## src/rtl/gsb_pkg.sv

```systemverilog
`default_nettype none
// ----------------------------------------------------------------------------
// gsb_pkg
// Shared types, constants and saturating helpers of the Goertzel bin engine.
// ----------------------------------------------------------------------------
package gsb_pkg;

  localparam int SAMPLE_WIDTH_DEF = 16;
  localparam int COUNT_WIDTH_DEF  = 16;
  localparam int CORDIC_STEPS_DEF = 16;
  localparam int QUEUE_DEPTH      = 2;
  localparam int REG_INDEX_W      = 8;

  localparam logic [REG_INDEX_W-1:0] REG_TWO_COS_W0   = 8'd0;
  localparam logic [REG_INDEX_W-1:0] REG_COS_W0       = 8'd1;
  localparam logic [REG_INDEX_W-1:0] REG_SIN_W0       = 8'd2;
  localparam logic [REG_INDEX_W-1:0] REG_BLOCK_LENGTH = 8'd3;

  localparam logic signed [31:0] TWO_COS_RESET = 32'sd0;
  localparam logic signed [31:0] COS_RESET     = 32'sd0;
  localparam logic signed [31:0] SIN_RESET     = 32'sd1073741824;
  localparam logic [15:0]        LENGTH_RESET  = 16'd1024;

  localparam logic signed [63:0] S64_MAX = 64'sh7FFF_FFFF_FFFF_FFFF;
  localparam logic signed [63:0] S64_MIN = 64'sh8000_0000_0000_0000;

  typedef struct packed {
    logic        f;
    logic signed [63:0] v;
  } sat_t;

  // one finished window handed from front to back
  typedef struct packed {
    logic signed [63:0] a1;
    logic signed [63:0] a2;
    logic               ovf;
  } entry_t;

  function automatic sat_t sat_add(input logic signed [63:0] a, input logic signed [63:0] b);
    logic signed [64:0] s;
    sat_t r;
    s = {a[63], a} + {b[63], b};
    r.f = (s[64] != s[63]);
    r.v = r.f ? (s[64] ? S64_MIN : S64_MAX) : s[63:0];
    return r;
  endfunction

  function automatic sat_t sat_sub(input logic signed [63:0] a, input logic signed [63:0] b);
    logic signed [64:0] s;
    sat_t r;
    s = {a[63], a} - {b[63], b};
    r.f = (s[64] != s[63]);
    r.v = r.f ? (s[64] ? S64_MIN : S64_MAX) : s[63:0];
    return r;
  endfunction

  // arctangent of 2^-i in 2^-30 rad, truncated
  function automatic logic [31:0] atan_q30(input logic [4:0] i);
    logic [31:0] r;
    unique case (i)
      5'd0:  r = 32'h3243F6A8;
      5'd1:  r = 32'h1DAC6705;
      5'd2:  r = 32'h0FADBAFC;
      5'd3:  r = 32'h07F56EA6;
      5'd4:  r = 32'h03FEAB76;
      5'd5:  r = 32'h01FFD55B;
      5'd6:  r = 32'h00FFFAAA;
      5'd7:  r = 32'h007FFF55;
      5'd8:  r = 32'h003FFFEA;
      5'd9:  r = 32'h001FFFFD;
      5'd10: r = 32'h000FFFFF;
      5'd11: r = 32'h0007FFFF;
      5'd12: r = 32'h0003FFFF;
      5'd13: r = 32'h0001FFFF;
      5'd14: r = 32'h0000FFFF;
      5'd15: r = 32'h00007FFF;
      5'd16: r = 32'h00003FFF;
      5'd17: r = 32'h00001FFF;
      5'd18: r = 32'h00000FFF;
      5'd19: r = 32'h000007FF;
      5'd20: r = 32'h000003FF;
      5'd21: r = 32'h000001FF;
      5'd22: r = 32'h000000FF;
      5'd23: r = 32'h0000007F;
      5'd24: r = 32'h0000003F;
      5'd25: r = 32'h0000001F;
      5'd26: r = 32'h0000000F;
      5'd27: r = 32'h00000008;
      5'd28: r = 32'h00000004;
      5'd29: r = 32'h00000002;
      5'd30: r = 32'h00000001;
      5'd31: r = 32'h00000000;
      default: r = 32'h00000000;
    endcase
    return r;
  endfunction

endpackage
`default_nettype wire

```

## src/rtl/gsb_queue.sv

```systemverilog
`default_nettype none
// ----------------------------------------------------------------------------
// gsb_queue
// Short first-word-fall-through queue of finished windows.
// ----------------------------------------------------------------------------
module gsb_queue (
  input  logic            clk,
  input  logic            rst,
  input  logic            wr,
  input  gsb_pkg::entry_t wr_data,
  output logic            q_full,
  input  logic            rd,
  output gsb_pkg::entry_t rd_data,
  output logic            q_empty
);
  import gsb_pkg::*;

  localparam int PW = (QUEUE_DEPTH > 1) ? $clog2(QUEUE_DEPTH) : 1;
  localparam int CW = $clog2(QUEUE_DEPTH + 1);

  entry_t          slots [QUEUE_DEPTH];
  logic [PW-1:0]   wr_ptr;
  logic [PW-1:0]   rd_ptr;
  logic [CW-1:0]   count;
  logic            do_wr;
  logic            do_rd;

  assign q_full  = (count == CW'(QUEUE_DEPTH));
  assign q_empty = (count == '0);
  assign do_wr   = wr && !q_full;
  assign do_rd   = rd && !q_empty;
  assign rd_data = slots[rd_ptr];

  always_ff @(posedge clk) begin
    if (do_wr) begin
      slots[wr_ptr] <= wr_data;
    end
  end

  always_ff @(posedge clk) begin
    if (rst) begin
      wr_ptr <= '0;
      rd_ptr <= '0;
      count  <= '0;
    end else begin
      if (do_wr) begin
        wr_ptr <= (wr_ptr == PW'(QUEUE_DEPTH - 1)) ? '0 : wr_ptr + 1'b1;
      end
      if (do_rd) begin
        rd_ptr <= (rd_ptr == PW'(QUEUE_DEPTH - 1)) ? '0 : rd_ptr + 1'b1;
      end
      if (do_wr && !do_rd) begin
        count <= count + 1'b1;
      end else if (do_rd && !do_wr) begin
        count <= count - 1'b1;
      end
    end
  end

endmodule
`default_nettype wire

```

## config.mk

```make
export PLATFORM = sky130hd
export DESIGN_NAME = gsb_queue
export DESIGN_NICKNAME = d
export VERILOG_FILES = /design/src/rtl/gsb_pkg.sv /design/src/rtl/gsb_queue.sv
export SDC_FILE = /design/constraint.sdc
export NUM_CORES = 1
export LEC_CHECK = 0
export BUFFER_PORTS_ARGS = -buffer_cell sky130_fd_sc_hd__buf_2
export CAP_MARGIN = 20
export CORE_UTILIZATION = 40
export DETAILED_ROUTE_END_ITERATION = 8
export PLACE_DENSITY = 0.69
export SYNTH_ARGS = -nofsm -noshare
export SYNTH_HDL_FRONTEND = slang
export SYNTH_SLANG_ARGS = --single-unit
```

## constraint.sdc

```tcl
create_clock -name clk -period 10.3 [get_ports clk]
set_clock_uncertainty 0.2 [all_clocks]
set_input_delay 1.545 -clock clk [delete_from_list [all_inputs] [get_ports clk]]
set_output_delay 1.545 -clock clk [all_outputs]
set_load 0.01 [all_outputs]
```

==> results.yml <==
drt:
  vias_per_cell: 4.57
  wl_um: 17300
  drtIter0Drc: 250
  firstDrtPassIters: 4
  drtAntennaViolNets: 0
  vias: 4781
  drc: 0
  drt-wirelength-per-cell_um: 16.5
synth:
  synth_cells: 426
  synth_top_area_share_pct: 81.0
  yosysMostFrequentCell: "edfxtp_1"
  synth_area_leader_cell: "edfxtp_1"
  synth.top_cells.by_count: "edfxtp_1 (258), mux2_2 (129), buf_6 (11)"
  ys_ff_latch: 263
  synthXorXnorAreaFrac_pct: 0.275
  async_flop_share_pct: 0
  syn_area_per_cell_um2: 22.4
  yosys_warnings: 0
  synth_fp_nets: 560
  synth_compound_area_share_pct: 0.262
  ys_seq_area_share_pct: 82.1
  synthAdderAreaFrac_pct: 0.131
  synth_area_um2: 9560
  synth.area.mux_share_pct: 15.2
  post_synth_num_cell_types: 15
  synth-simple-area-share_pct: 0.484
  ys.flop_type: "edfxtp_1"
  synth_top_family_by_area: "multiplexers"
  synth.area.top_cells: "edfxtp_1 (81%), mux2_2 (15%), buf_6 (1.3%), dfxtp_1 (1.0%), xor2_1 (0.27%)"
  synth_edf_count: 258
global_route:
  grt_pass1_vias: 5004
  grt_pass1_wl_um: 25700
  grt_overflow: 0
  globalRouteTotalUtil_pct: 13.6
  grt_start_max_net_pins: 74
  antenna_found_initial: 0
flow_run:
  cap_violations: 0
floorplan:
  initial_utilization_pct: 40.7
  fp.dieH_um: 157
  io_pins: 264
  coreArea_um2: 23500
  die_w_um: 157
  dieArea_um2: 24500
  rows: 56
sta:
  hold_viol_final: 0
  fin_crit_sh_pct: 44.7
  setup_viol: 0
  finalMaxSlewViolations: 0
  rsz0062_at_grt: "no"
  min_period_ns: 4.61
  slew_headroom_pct: 32.7
  setup_tns_ns: 0
  maxClockFrequency_mhz: 217
  worstMarginPinSlew_ns: 1.01
clocking:
  post_cts_buffers: 0
  numClockSinks: 263
  clockBufferDepth: 3
  insertion_delay_ns: 0.52
  cts_tree: "built"
  postCtsHoldBufs: 0
  htree_levels: 1
  clock-root-buffer: "clkbuf_16"
  cts_resized: 0
  path_clk_slew_ns: 0.06
  cts-buffers-inserted: 27
place:
  placed_cell_area_um2: 11200
  dp_hpwl_um: 10900
  place_inst: 997
  port_buffers: 263
  gp_congestion: 0.708
cells_and_area:
  stdcell_count: 1046
  nets: 841
  drive_gt1_share_pct: 59.1
  n_antenna_cell: 0
  area_growth_syn_to_layout_pct: 24.8
  postLayoutCellArea_um2: 11900
  fillers: 1963
pwr:
  leakagePower_nw: 4.40
  power_density_nw_per_um2: 244
  worst_ir_drop_vdd_v: 0.000224
setup_path:
  cp_slowest_cell: "buf_4"
  cp_max_fo: 73
  slowest_delay_ns: 0.85
  required_ns: 8.56
  start_kind: "register"
  crit_type: "reg2out"
  cp-end-kind: "primary output"
  cp.arrival_ns: 2.86
  cp_cell_sequence: "buf_4, mux2_2, buf_2"
  r2r_slack_ns: 7.27
min_path:
  holdCritPathClass: "reg2reg"
run_status:
  outcome: "finished clean"
[cell families after synthesis]
family,Yosys count
flops,263
mux,129
buf+inv,16
simple gates,9
compound gates,5
xor+xnor,3
fa+ha+maj,1
[cell usage in the layout, fill, tap and decap left out]
cell type	count
buf_2	263
ha_1	1
and2_4	1
inv_8	1
dfxtp_4	1
nor2_1	5
inv_4	1
inv_1	1
o21ai_0	3
clkbuf_16	27
nor2b_2	1
dfxtp_1	4
edfxtp_1	258
clkinv_1	4
mux2_2	129
clkbuf_1	14
buf_4	3
a21oi_1	2
clkinv_2	3
xor2_1	3
or3_1	2
[layout make-up]
class	instances	area (um2)	share of cell area, %
multi-input cells	147	1570	13.1
clock inverters	8	41.3	0.346
inverters	2	10.0	0.0839
repair buffers	266	1340	11.2
clock buffers	41	728	6.10
flip-flops and latches	263	7850	65.8
well taps	319	399	3.34
[routing by layer]
metal  GRT usage [%]  wire length [um]
met5               0                 0
met4            4.58               418
met3            4.57              1510
met2            24.1              8570
met1            15.4              6780
[registers in the layout, indices dropped and copies added, names as in the netlist, named ones only]
register	count
slots	258
wr_ptr	1
rd_ptr	1
count	2
[worst max-delay path: cells and delay by family, from the launching register on]
family                 cells  cell delay [ns]
buffers and inverters      2             1.00
flip-flops                 1             0.82
multiplexers               1             0.42
[path summary, 6_finish.rpt]
check / startpoint / end / depth (start not counted)
setup / recovery: register / rd_data[13] / 3
hold / removal: wr_ptr$_SDFFE_PP0P_ / wr_ptr$_SDFFE_PP0P_ / 2
setup reg to reg: count[1]$_SDFFE_PP0P_ / slots[1][15]$_DFFE_PP_ / 4
hold reg to reg: wr_ptr$_SDFFE_PP0P_ / wr_ptr$_SDFFE_PP0P_ / 2
[per-stage QoR]
| stage | utilization [%] | hold WS (ns) | power [W] | worst slack [ns] |
|---|---|---|---|---|
| finish | 50.8 | 0.301 | 0.00292 | 5.69 |
| global route | 50.8 | 0.339 | 0.00306 | 5.50 |
| CTS | 50.8 | 0.305 | 0.00296 | 5.58 |
| detailed placement | 47.6 | 0.297 | 0.00210 | 6.03 |
| global placement | 47.6 | 0.274 | 0.00210 | 6.05 |
| floorplan | - | 0.252 | 0.00187 | 4.89 |
[power by group]
group	internal, W	switching (W)
logic	0.000313	0.000345
clock network	0.000486	0.000363
registers	0.00135	0.0000609
Power figures use the tool's default switching activity.
