<file path="config.mk">
export PLATFORM = sky130hd
export DESIGN_NAME = gsb_front
export DESIGN_NICKNAME = d
export VERILOG_FILES = /design/src/rtl/gsb_pkg.sv /design/src/rtl/gsb_mulq30.sv /design/src/rtl/gsb_front.sv
export SDC_FILE = /design/constraint.sdc
export NUM_CORES = 2
export LEC_CHECK = 0
export ABC_AREA = 0
export BUFFER_PORTS_ARGS = -buffer_cell sky130_fd_sc_hd__buf_4
export CORE_ASPECT_RATIO = 0.9
export CORE_MARGIN = 2
export CORE_UTILIZATION = 55
export CTS_BUF_LIST = sky130_fd_sc_hd__clkbuf_8
export CTS_CLUSTER_SIZE = 24
export DETAILED_ROUTE_END_ITERATION = 8
export PLACE_DENSITY = 0.72
export RECOVER_POWER = 50
export SLEW_MARGIN = 5
export SYNTH_ARGS = -nofsm -noshare
export SYNTH_HDL_FRONTEND = slang
export SYNTH_HIERARCHICAL = 1
export SYNTH_SLANG_ARGS = --single-unit
</file>
<file path="constraint.sdc">
create_clock -name clk -period 40.6 [get_ports clk]
set_input_delay 4.06 -clock clk [delete_from_list [all_inputs] [get_ports clk]]
set_output_delay 4.06 -clock clk [all_outputs]
set_load 0.03 [all_outputs]
</file>
<file path="src/rtl/gsb_pkg.sv">
`default_nettype none
// ----------------------------------------------------------------------------
// gsb_pkg
// Shared types, constants and saturating helpers of the Goertzel bin engine.
// ----------------------------------------------------------------------------
package gsb_pkg;

  localparam int SAMPLE_WIDTH_DEF = 16;
  localparam int COUNT_WIDTH_DEF  = 16;
  localparam int CORDIC_STEPS_DEF = 16;
  localparam int QUEUE_DEPTH      = 2;
  localparam int REG_INDEX_W      = 8;

  localparam logic [REG_INDEX_W-1:0] REG_TWO_COS_W0   = 8'd0;
  localparam logic [REG_INDEX_W-1:0] REG_COS_W0       = 8'd1;
  localparam logic [REG_INDEX_W-1:0] REG_SIN_W0       = 8'd2;
  localparam logic [REG_INDEX_W-1:0] REG_BLOCK_LENGTH = 8'd3;

  localparam logic signed [31:0] TWO_COS_RESET = 32'sd0;
  localparam logic signed [31:0] COS_RESET     = 32'sd0;
  localparam logic signed [31:0] SIN_RESET     = 32'sd1073741824;
  localparam logic [15:0]        LENGTH_RESET  = 16'd1024;

  localparam logic signed [63:0] S64_MAX = 64'sh7FFF_FFFF_FFFF_FFFF;
  localparam logic signed [63:0] S64_MIN = 64'sh8000_0000_0000_0000;

  typedef struct packed {
    logic        f;
    logic signed [63:0] v;
  } sat_t;

  // one finished window handed from front to back
  typedef struct packed {
    logic signed [63:0] a1;
    logic signed [63:0] a2;
    logic               ovf;
  } entry_t;

  function automatic sat_t sat_add(input logic signed [63:0] a, input logic signed [63:0] b);
    logic signed [64:0] s;
    sat_t r;
    s = {a[63], a} + {b[63], b};
    r.f = (s[64] != s[63]);
    r.v = r.f ? (s[64] ? S64_MIN : S64_MAX) : s[63:0];
    return r;
  endfunction

  function automatic sat_t sat_sub(input logic signed [63:0] a, input logic signed [63:0] b);
    logic signed [64:0] s;
    sat_t r;
    s = {a[63], a} - {b[63], b};
    r.f = (s[64] != s[63]);
    r.v = r.f ? (s[64] ? S64_MIN : S64_MAX) : s[63:0];
    return r;
  endfunction

  // arctangent of 2^-i in 2^-30 rad, truncated
  function automatic logic [31:0] atan_q30(input logic [4:0] i);
    logic [31:0] r;
    unique case (i)
      5'd0:  r = 32'h3243F6A8;
      5'd1:  r = 32'h1DAC6705;
      5'd2:  r = 32'h0FADBAFC;
      5'd3:  r = 32'h07F56EA6;
      5'd4:  r = 32'h03FEAB76;
      5'd5:  r = 32'h01FFD55B;
      5'd6:  r = 32'h00FFFAAA;
      5'd7:  r = 32'h007FFF55;
      5'd8:  r = 32'h003FFFEA;
      5'd9:  r = 32'h001FFFFD;
      5'd10: r = 32'h000FFFFF;
      5'd11: r = 32'h0007FFFF;
      5'd12: r = 32'h0003FFFF;
      5'd13: r = 32'h0001FFFF;
      5'd14: r = 32'h0000FFFF;
      5'd15: r = 32'h00007FFF;
      5'd16: r = 32'h00003FFF;
      5'd17: r = 32'h00001FFF;
      5'd18: r = 32'h00000FFF;
      5'd19: r = 32'h000007FF;
      5'd20: r = 32'h000003FF;
      5'd21: r = 32'h000001FF;
      5'd22: r = 32'h000000FF;
      5'd23: r = 32'h0000007F;
      5'd24: r = 32'h0000003F;
      5'd25: r = 32'h0000001F;
      5'd26: r = 32'h0000000F;
      5'd27: r = 32'h00000008;
      5'd28: r = 32'h00000004;
      5'd29: r = 32'h00000002;
      5'd30: r = 32'h00000001;
      5'd31: r = 32'h00000000;
      default: r = 32'h00000000;
    endcase
    return r;
  endfunction

endpackage
`default_nettype wire

</file>
<file path="src/rtl/gsb_mulq30.sv">
`default_nettype none
// ----------------------------------------------------------------------------
// gsb_mulq30
// Q.30 coefficient multiply of a 64-bit value, two 32x32 halves, rounded
// half away from zero and saturated.
// ----------------------------------------------------------------------------
module gsb_mulq30 (
  input  logic               clk,
  input  logic               rst,
  input  logic               start,
  input  logic signed [63:0] a,
  input  logic signed [31:0] c,
  output logic               done,
  output logic signed [63:0] res,
  output logic               ovf
);
  import gsb_pkg::*;

  typedef enum logic [1:0] {M_IDLE, M_LO, M_HI, M_FIN} mstate_t;

  mstate_t     state;
  logic [63:0] ua;
  logic [31:0] uc;
  logic        neg;
  logic [63:0] plo;
  logic [63:0] phi;
  logic [31:0] mul_a;
  logic [63:0] mprod;
  logic [64:0] round_lo;
  logic [65:0] m;

  assign mul_a    = (state == M_LO) ? ua[31:0] : ua[63:32];
  assign mprod    = mul_a * uc;
  assign round_lo = {1'b0, plo} + 65'd536870912;
  assign m        = {phi, 2'b00} + 66'(round_lo >> 30);

  always_ff @(posedge clk) begin
    if (rst) begin
      state <= M_IDLE;
      done  <= 1'b0;
    end else begin
      done <= 1'b0;
      unique case (state)
        M_IDLE: begin
          if (start) begin
            ua    <= a[63] ? 64'd0 - a : a;
            uc    <= c[31] ? 32'd0 - c : c;
            neg   <= a[63] != c[31];
            state <= M_LO;
          end
        end
        M_LO: begin
          plo   <= mprod;
          state <= M_HI;
        end
        M_HI: begin
          phi   <= mprod;
          state <= M_FIN;
        end
        M_FIN: begin
          if (phi > 64'h2000_0000_0000_0000) begin
            ovf <= 1'b1;
            res <= neg ? S64_MIN : S64_MAX;
          end else if (neg) begin
            ovf <= m > 66'h0_8000_0000_0000_0000;
            res <= (m > 66'h0_8000_0000_0000_0000) ? S64_MIN : 64'd0 - m[63:0];
          end else begin
            ovf <= m > 66'h0_7FFF_FFFF_FFFF_FFFF;
            res <= (m > 66'h0_7FFF_FFFF_FFFF_FFFF) ? S64_MAX : m[63:0];
          end
          done  <= 1'b1;
          state <= M_IDLE;
        end
        default: state <= M_IDLE;
      endcase
    end
  end

endmodule
`default_nettype wire

</file>
<file path="src/rtl/gsb_front.sv">
`default_nettype none
// ----------------------------------------------------------------------------
// gsb_front
// Sample intake and Goertzel recurrence; hands each finished window to the
// queue.
// ----------------------------------------------------------------------------
module gsb_front #(
  parameter int SAMPLE_WIDTH = gsb_pkg::SAMPLE_WIDTH_DEF,
  parameter int COUNT_WIDTH  = gsb_pkg::COUNT_WIDTH_DEF
) (
  input  logic                    clk,
  input  logic                    rst,
  input  logic                    push,
  input  logic [SAMPLE_WIDTH-1:0] sample,
  output logic                    full,
  input  logic signed [31:0]      two_cos_w0,
  input  logic [15:0]             block_length,
  output logic                    q_push,
  output gsb_pkg::entry_t         q_data,
  input  logic                    q_full
);
  import gsb_pkg::*;

  typedef enum logic [2:0] {F_IDLE, F_MUL, F_ADD, F_SUB, F_PUSH} fstate_t;

  fstate_t                 state;
  logic signed [63:0]      acc_prev;
  logic signed [63:0]      acc_prev2;
  logic signed [63:0]      x_q30;
  logic signed [63:0]      prod;
  logic signed [63:0]      partial;
  logic [COUNT_WIDTH-1:0]  sample_count;
  logic [COUNT_WIDTH-1:0]  n_low;
  logic [COUNT_WIDTH:0]    n_full;
  logic [COUNT_WIDTH:0]    count_inc;
  logic                    overflow_seen;
  logic                    step_ovf;
  logic                    ovf_all;
  logic                    mul_done;
  logic                    mul_ovf;
  logic signed [63:0]      mul_res;
  logic                    accept;
  sat_t                    add_r;
  sat_t                    sub_r;
  entry_t                  pend;

  assign full      = (state != F_IDLE);
  assign accept    = push && !full;
  assign n_low     = COUNT_WIDTH'(block_length);
  assign n_full    = (n_low == '0) ? {1'b1, {COUNT_WIDTH{1'b0}}} : {1'b0, n_low};
  assign count_inc = {1'b0, sample_count} + (COUNT_WIDTH + 1)'(1);
  assign add_r     = sat_add(x_q30, prod);
  assign sub_r     = sat_sub(partial, acc_prev2);
  assign ovf_all   = overflow_seen || step_ovf || sub_r.f;
  assign q_push    = (state == F_PUSH) && !q_full;
  assign q_data    = pend;

  gsb_mulq30 u_mul (
    .clk   (clk),
    .rst   (rst),
    .start (accept),
    .a     (acc_prev),
    .c     (two_cos_w0),
    .done  (mul_done),
    .res   (mul_res),
    .ovf   (mul_ovf)
  );

  always_ff @(posedge clk) begin
    if (rst) begin
      state         <= F_IDLE;
      acc_prev      <= '0;
      acc_prev2     <= '0;
      sample_count  <= '0;
      overflow_seen <= 1'b0;
      step_ovf      <= 1'b0;
    end else begin
      unique case (state)
        F_IDLE: begin
          if (accept) begin
            x_q30    <= {{(64 - SAMPLE_WIDTH){sample[SAMPLE_WIDTH-1]}}, sample} <<< 30;
            step_ovf <= 1'b0;
            state    <= F_MUL;
          end
        end
        F_MUL: begin
          if (mul_done) begin
            prod     <= mul_res;
            step_ovf <= mul_ovf;
            state    <= F_ADD;
          end
        end
        F_ADD: begin
          partial  <= add_r.v;
          step_ovf <= step_ovf || add_r.f;
          state    <= F_SUB;
        end
        F_SUB: begin
          acc_prev2 <= acc_prev;
          acc_prev  <= sub_r.v;
          if (count_inc == n_full) begin
            pend.a1  <= sub_r.v;
            pend.a2  <= acc_prev;
            pend.ovf <= ovf_all;
            state    <= F_PUSH;
          end else begin
            sample_count  <= count_inc[COUNT_WIDTH-1:0];
            overflow_seen <= ovf_all;
            state         <= F_IDLE;
          end
        end
        F_PUSH: begin
          if (!q_full) begin
            acc_prev      <= '0;
            acc_prev2     <= '0;
            sample_count  <= '0;
            overflow_seen <= 1'b0;
            state         <= F_IDLE;
          end
        end
        default: state <= F_IDLE;
      endcase
    end
  end

endmodule
`default_nettype wire

</file>
==> metrics.yaml <==
run_status:
  status: "finished with violations"
  violations: "capacitance limit, slew limit"
placed_design:
  io_buffer_count: 198
  hpwl_um: 165000
  place.gp.congestion: 0.990
critical_path:
  worstPathRequired_ps: 41140
  crit_slowest_cell: "clkbuf_1"
  crit_path_end_kind: "register"
  rr_endpoint: "u_mul/plo[61]"
  cp.arrival_ps: 11950
  slowest_delay_ps: 1490
  criticalPathCategory: "register to register"
  worstSetupEndpoint: "u_mul/plo[61]"
  r2r-start: "u_mul/state[0]"
  startpoint_type: "register"
  critPathMostFrequentCell: "fa_1"
  rrSetupSlack_ps: 29180
  reg2reg_depth: 30
  path_max_fanout: 33
  cp-startpoint: "u_mul/state[0]"
synth:
  async_flop_share_pct: 0
  netlist_instances: 7281
  yosys-top-cells-count: "inv_1, fa_1, nand2_1"
  yosys_warnings: 6
  syn_nets: 8652
  ys_types: 101
  synth_edf_count: 534
  avgSynthCellArea_um2: 9.68
  synth_top_area_share_pct: 25.5
  synthTopCellsByArea: "fa_1, edfxtp_1, ha_1, and2_1, inv_1"
  yosys.area.top_type: "fa_1"
  netlist_area_mm2: 0.0705
  synth.most_common_cell: "inv_1"
  ys_seq_elements: 686
  seq_area_frac_synth_pct: 27.1
  ys.flop_type: "edfxtp_1"
route:
  num_vias: 54300
  wire_per_inst_um: 23.3
  ant_nets: 0
  drc: 0
  first_pass_iters: 6
  drtIter0Drc: 6495
  drt-total-wl_um: 211000
  vias_per_cell: 5.98
layout:
  fin_nets: 8655
  drive_gt1_share_pct: 6.94
  fillers: 10800
  syn_to_final_growth_pct: 6.82
sta:
  worst_slew_pin_slew_ps: 3670
  hold_viol_final: 0
  slew_headroom_pct: -145
  layout_min_cycle_time_ps: 11420
  rsz0062_at_grt: "false"
  fmax_ghz: 0.0876
  fin_tns_setup_ps: 0
  fin_skew_ps: 65.0
  slew_violations: 608
  period_share_pct: 28.1
  setup_viol: 0
clock_network:
  path_clk_slew_ps: 70
  postCtsHoldBufs: 0
  post_cts_resized: 0
  cts_inserted_buffers: 108
  htreeDepth: 3
  cts_tree: "yes"
  clk_latency_ps: 790
  post_cts_buffers: 0
  cts_sinks: 686
  cts_root_buffer: "clkbuf_8"
  clock_path_buffers: 3
floorplanning:
  ioPinCount: 199
  num_rows: 124
  core_mm2: 0.127
  die_h_um: 344
  die_w_um: 381
  dieArea_mm2: 0.131
  initial_core_util_pct: 55.5
global_routing:
  gr-total-overflow: 0
  track_usage_pct: 32.6
  antenna_found_initial: 6
  grt_pass1_wl_um: 326000
  grt_pass1_vias: 53500
  grt_max_degree: 97
min_path:
  hold_depth: 0
  hold_class: "register to register"
job:
  drv_cap: 15
worst min-delay path by stage:
stage | from | end | slack, ps
after floorplan | u_mul/res[0] | prod[0] | 400
after global placement | u_mul/res[7] | prod[7] | 400
after detailed placement | u_mul/res[13] | prod[13] | 400
after CTS | u_mul/res[17] | prod[17] | 400
after global routing | u_mul/res[17] | prod[17] | 410
final | u_mul/res[60] | prod[60] | 410
placed cells by master, fill, tap and decap left out, types with 36 or more instances in the layout:
master       n
a21o_1     149
inv_1     1061
xor2_1     103
o21ai_0    255
nand2_1    813
a21oi_1    392
nand4_1     72
and3_1      39
or3_1       52
mux2_2      36
xnor2_1    253
clkbuf_8   122
ha_1       404
o21a_1      41
buf_4      236
nor2_1     224
o31ai_1     45
edfxtp_1   534
nor3_1      68
a211oi_1    36
and2_1     630
nand3_1    153
fa_1       899
dfxtp_1    151
cell type report:
cell class | count | area (um^2) | area share, %
repair buffers | 270 | 1960 | 2.60
inverters | 1038 | 3900 | 5.18
clock inverters | 81 | 548 | 0.728
multi-input cells | 5180 | 46000 | 61.1
clock buffers | 122 | 1680 | 2.23
diodes | 2 | 5.00 | 0.00665
flip-flops and latches | 686 | 19100 | 25.3
well taps | 1701 | 2130 | 2.83
registers in the layout, summed over array words and instances (netlist names), 3 cells and up:
| signal | count |
|---|---|
| u_mul/plo | 35 |
| partial | 64 |
| prod | 64 |
| x_q30 | 16 |
| u_mul/uc | 32 |
| u_mul/res | 64 |
| u_mul/phi | 64 |
| state | 3 |
| q_data | 129 |
| acc_prev | 64 |
| u_mul/ua | 64 |
| sample_count | 16 |
| acc_prev2 | 64 |
critical path: cells and delay by family (launching register included):
family	cells	cell delay [ps]
flops	1	400
buf+inv	6	1820
xor+xnor	1	150
compound gates	9	2700
simple gates	3	620
mux	1	1260
fa+ha+maj	10	4180
per-layer routing:
| layer | vias up | track usage (%) | part of all wire [%] |
|---|---|---|---|
| li1 | 24000 | - | - |
| met1 | 27200 | 48.4 | 43 |
| met2 | 2826 | 46.3 | 42 |
| met3 | 322 | 9.79 | 13 |
| met4 | 2 | 8.56 | 2.8 |
| met5 | - | 0 | 0.0071 |
logic make-up (layout without fill, tap and decap cells):
group | count (synthesis) | count (layout) | share of synthesized area (%)
other | 0 | 2 | 0
multiplexers | 47 | 47 | 0.787
AO/OA/AOI/OAI | 1211 | 1211 | 11.0
AND/OR/NAND/NOR | 2257 | 2257 | 16.3
buffers and inverters | 1415 | 1511 | 7.66
adder cells (fa/ha/maj) | 1309 | 1309 | 32.8
flip-flops | 686 | 686 | 27.1
XOR/XNOR | 356 | 356 | 4.42
stage by stage:
stage / instance area (um^2) / hold WS [ps] / std cells / util (%) / setup WS, ps
floorplan: 70500 / 400 / 7281 / - / 22590
global placement: 73200 / 401 / 8875 / 57.6 / 30750
detailed placement: 73200 / 405 / 8875 / 57.6 / 30720
CTS: 75400 / 396 / 9078 / 59.4 / 30740
global route: 75300 / 411 / 9079 / 59.2 / 28680
finish: 75300 / 412 / 9080 / 59.2 / 29180
Power is left out: the tool's default activity adds up to more than one toggle a clock period on the data nets, which glitch-free logic cannot reach.
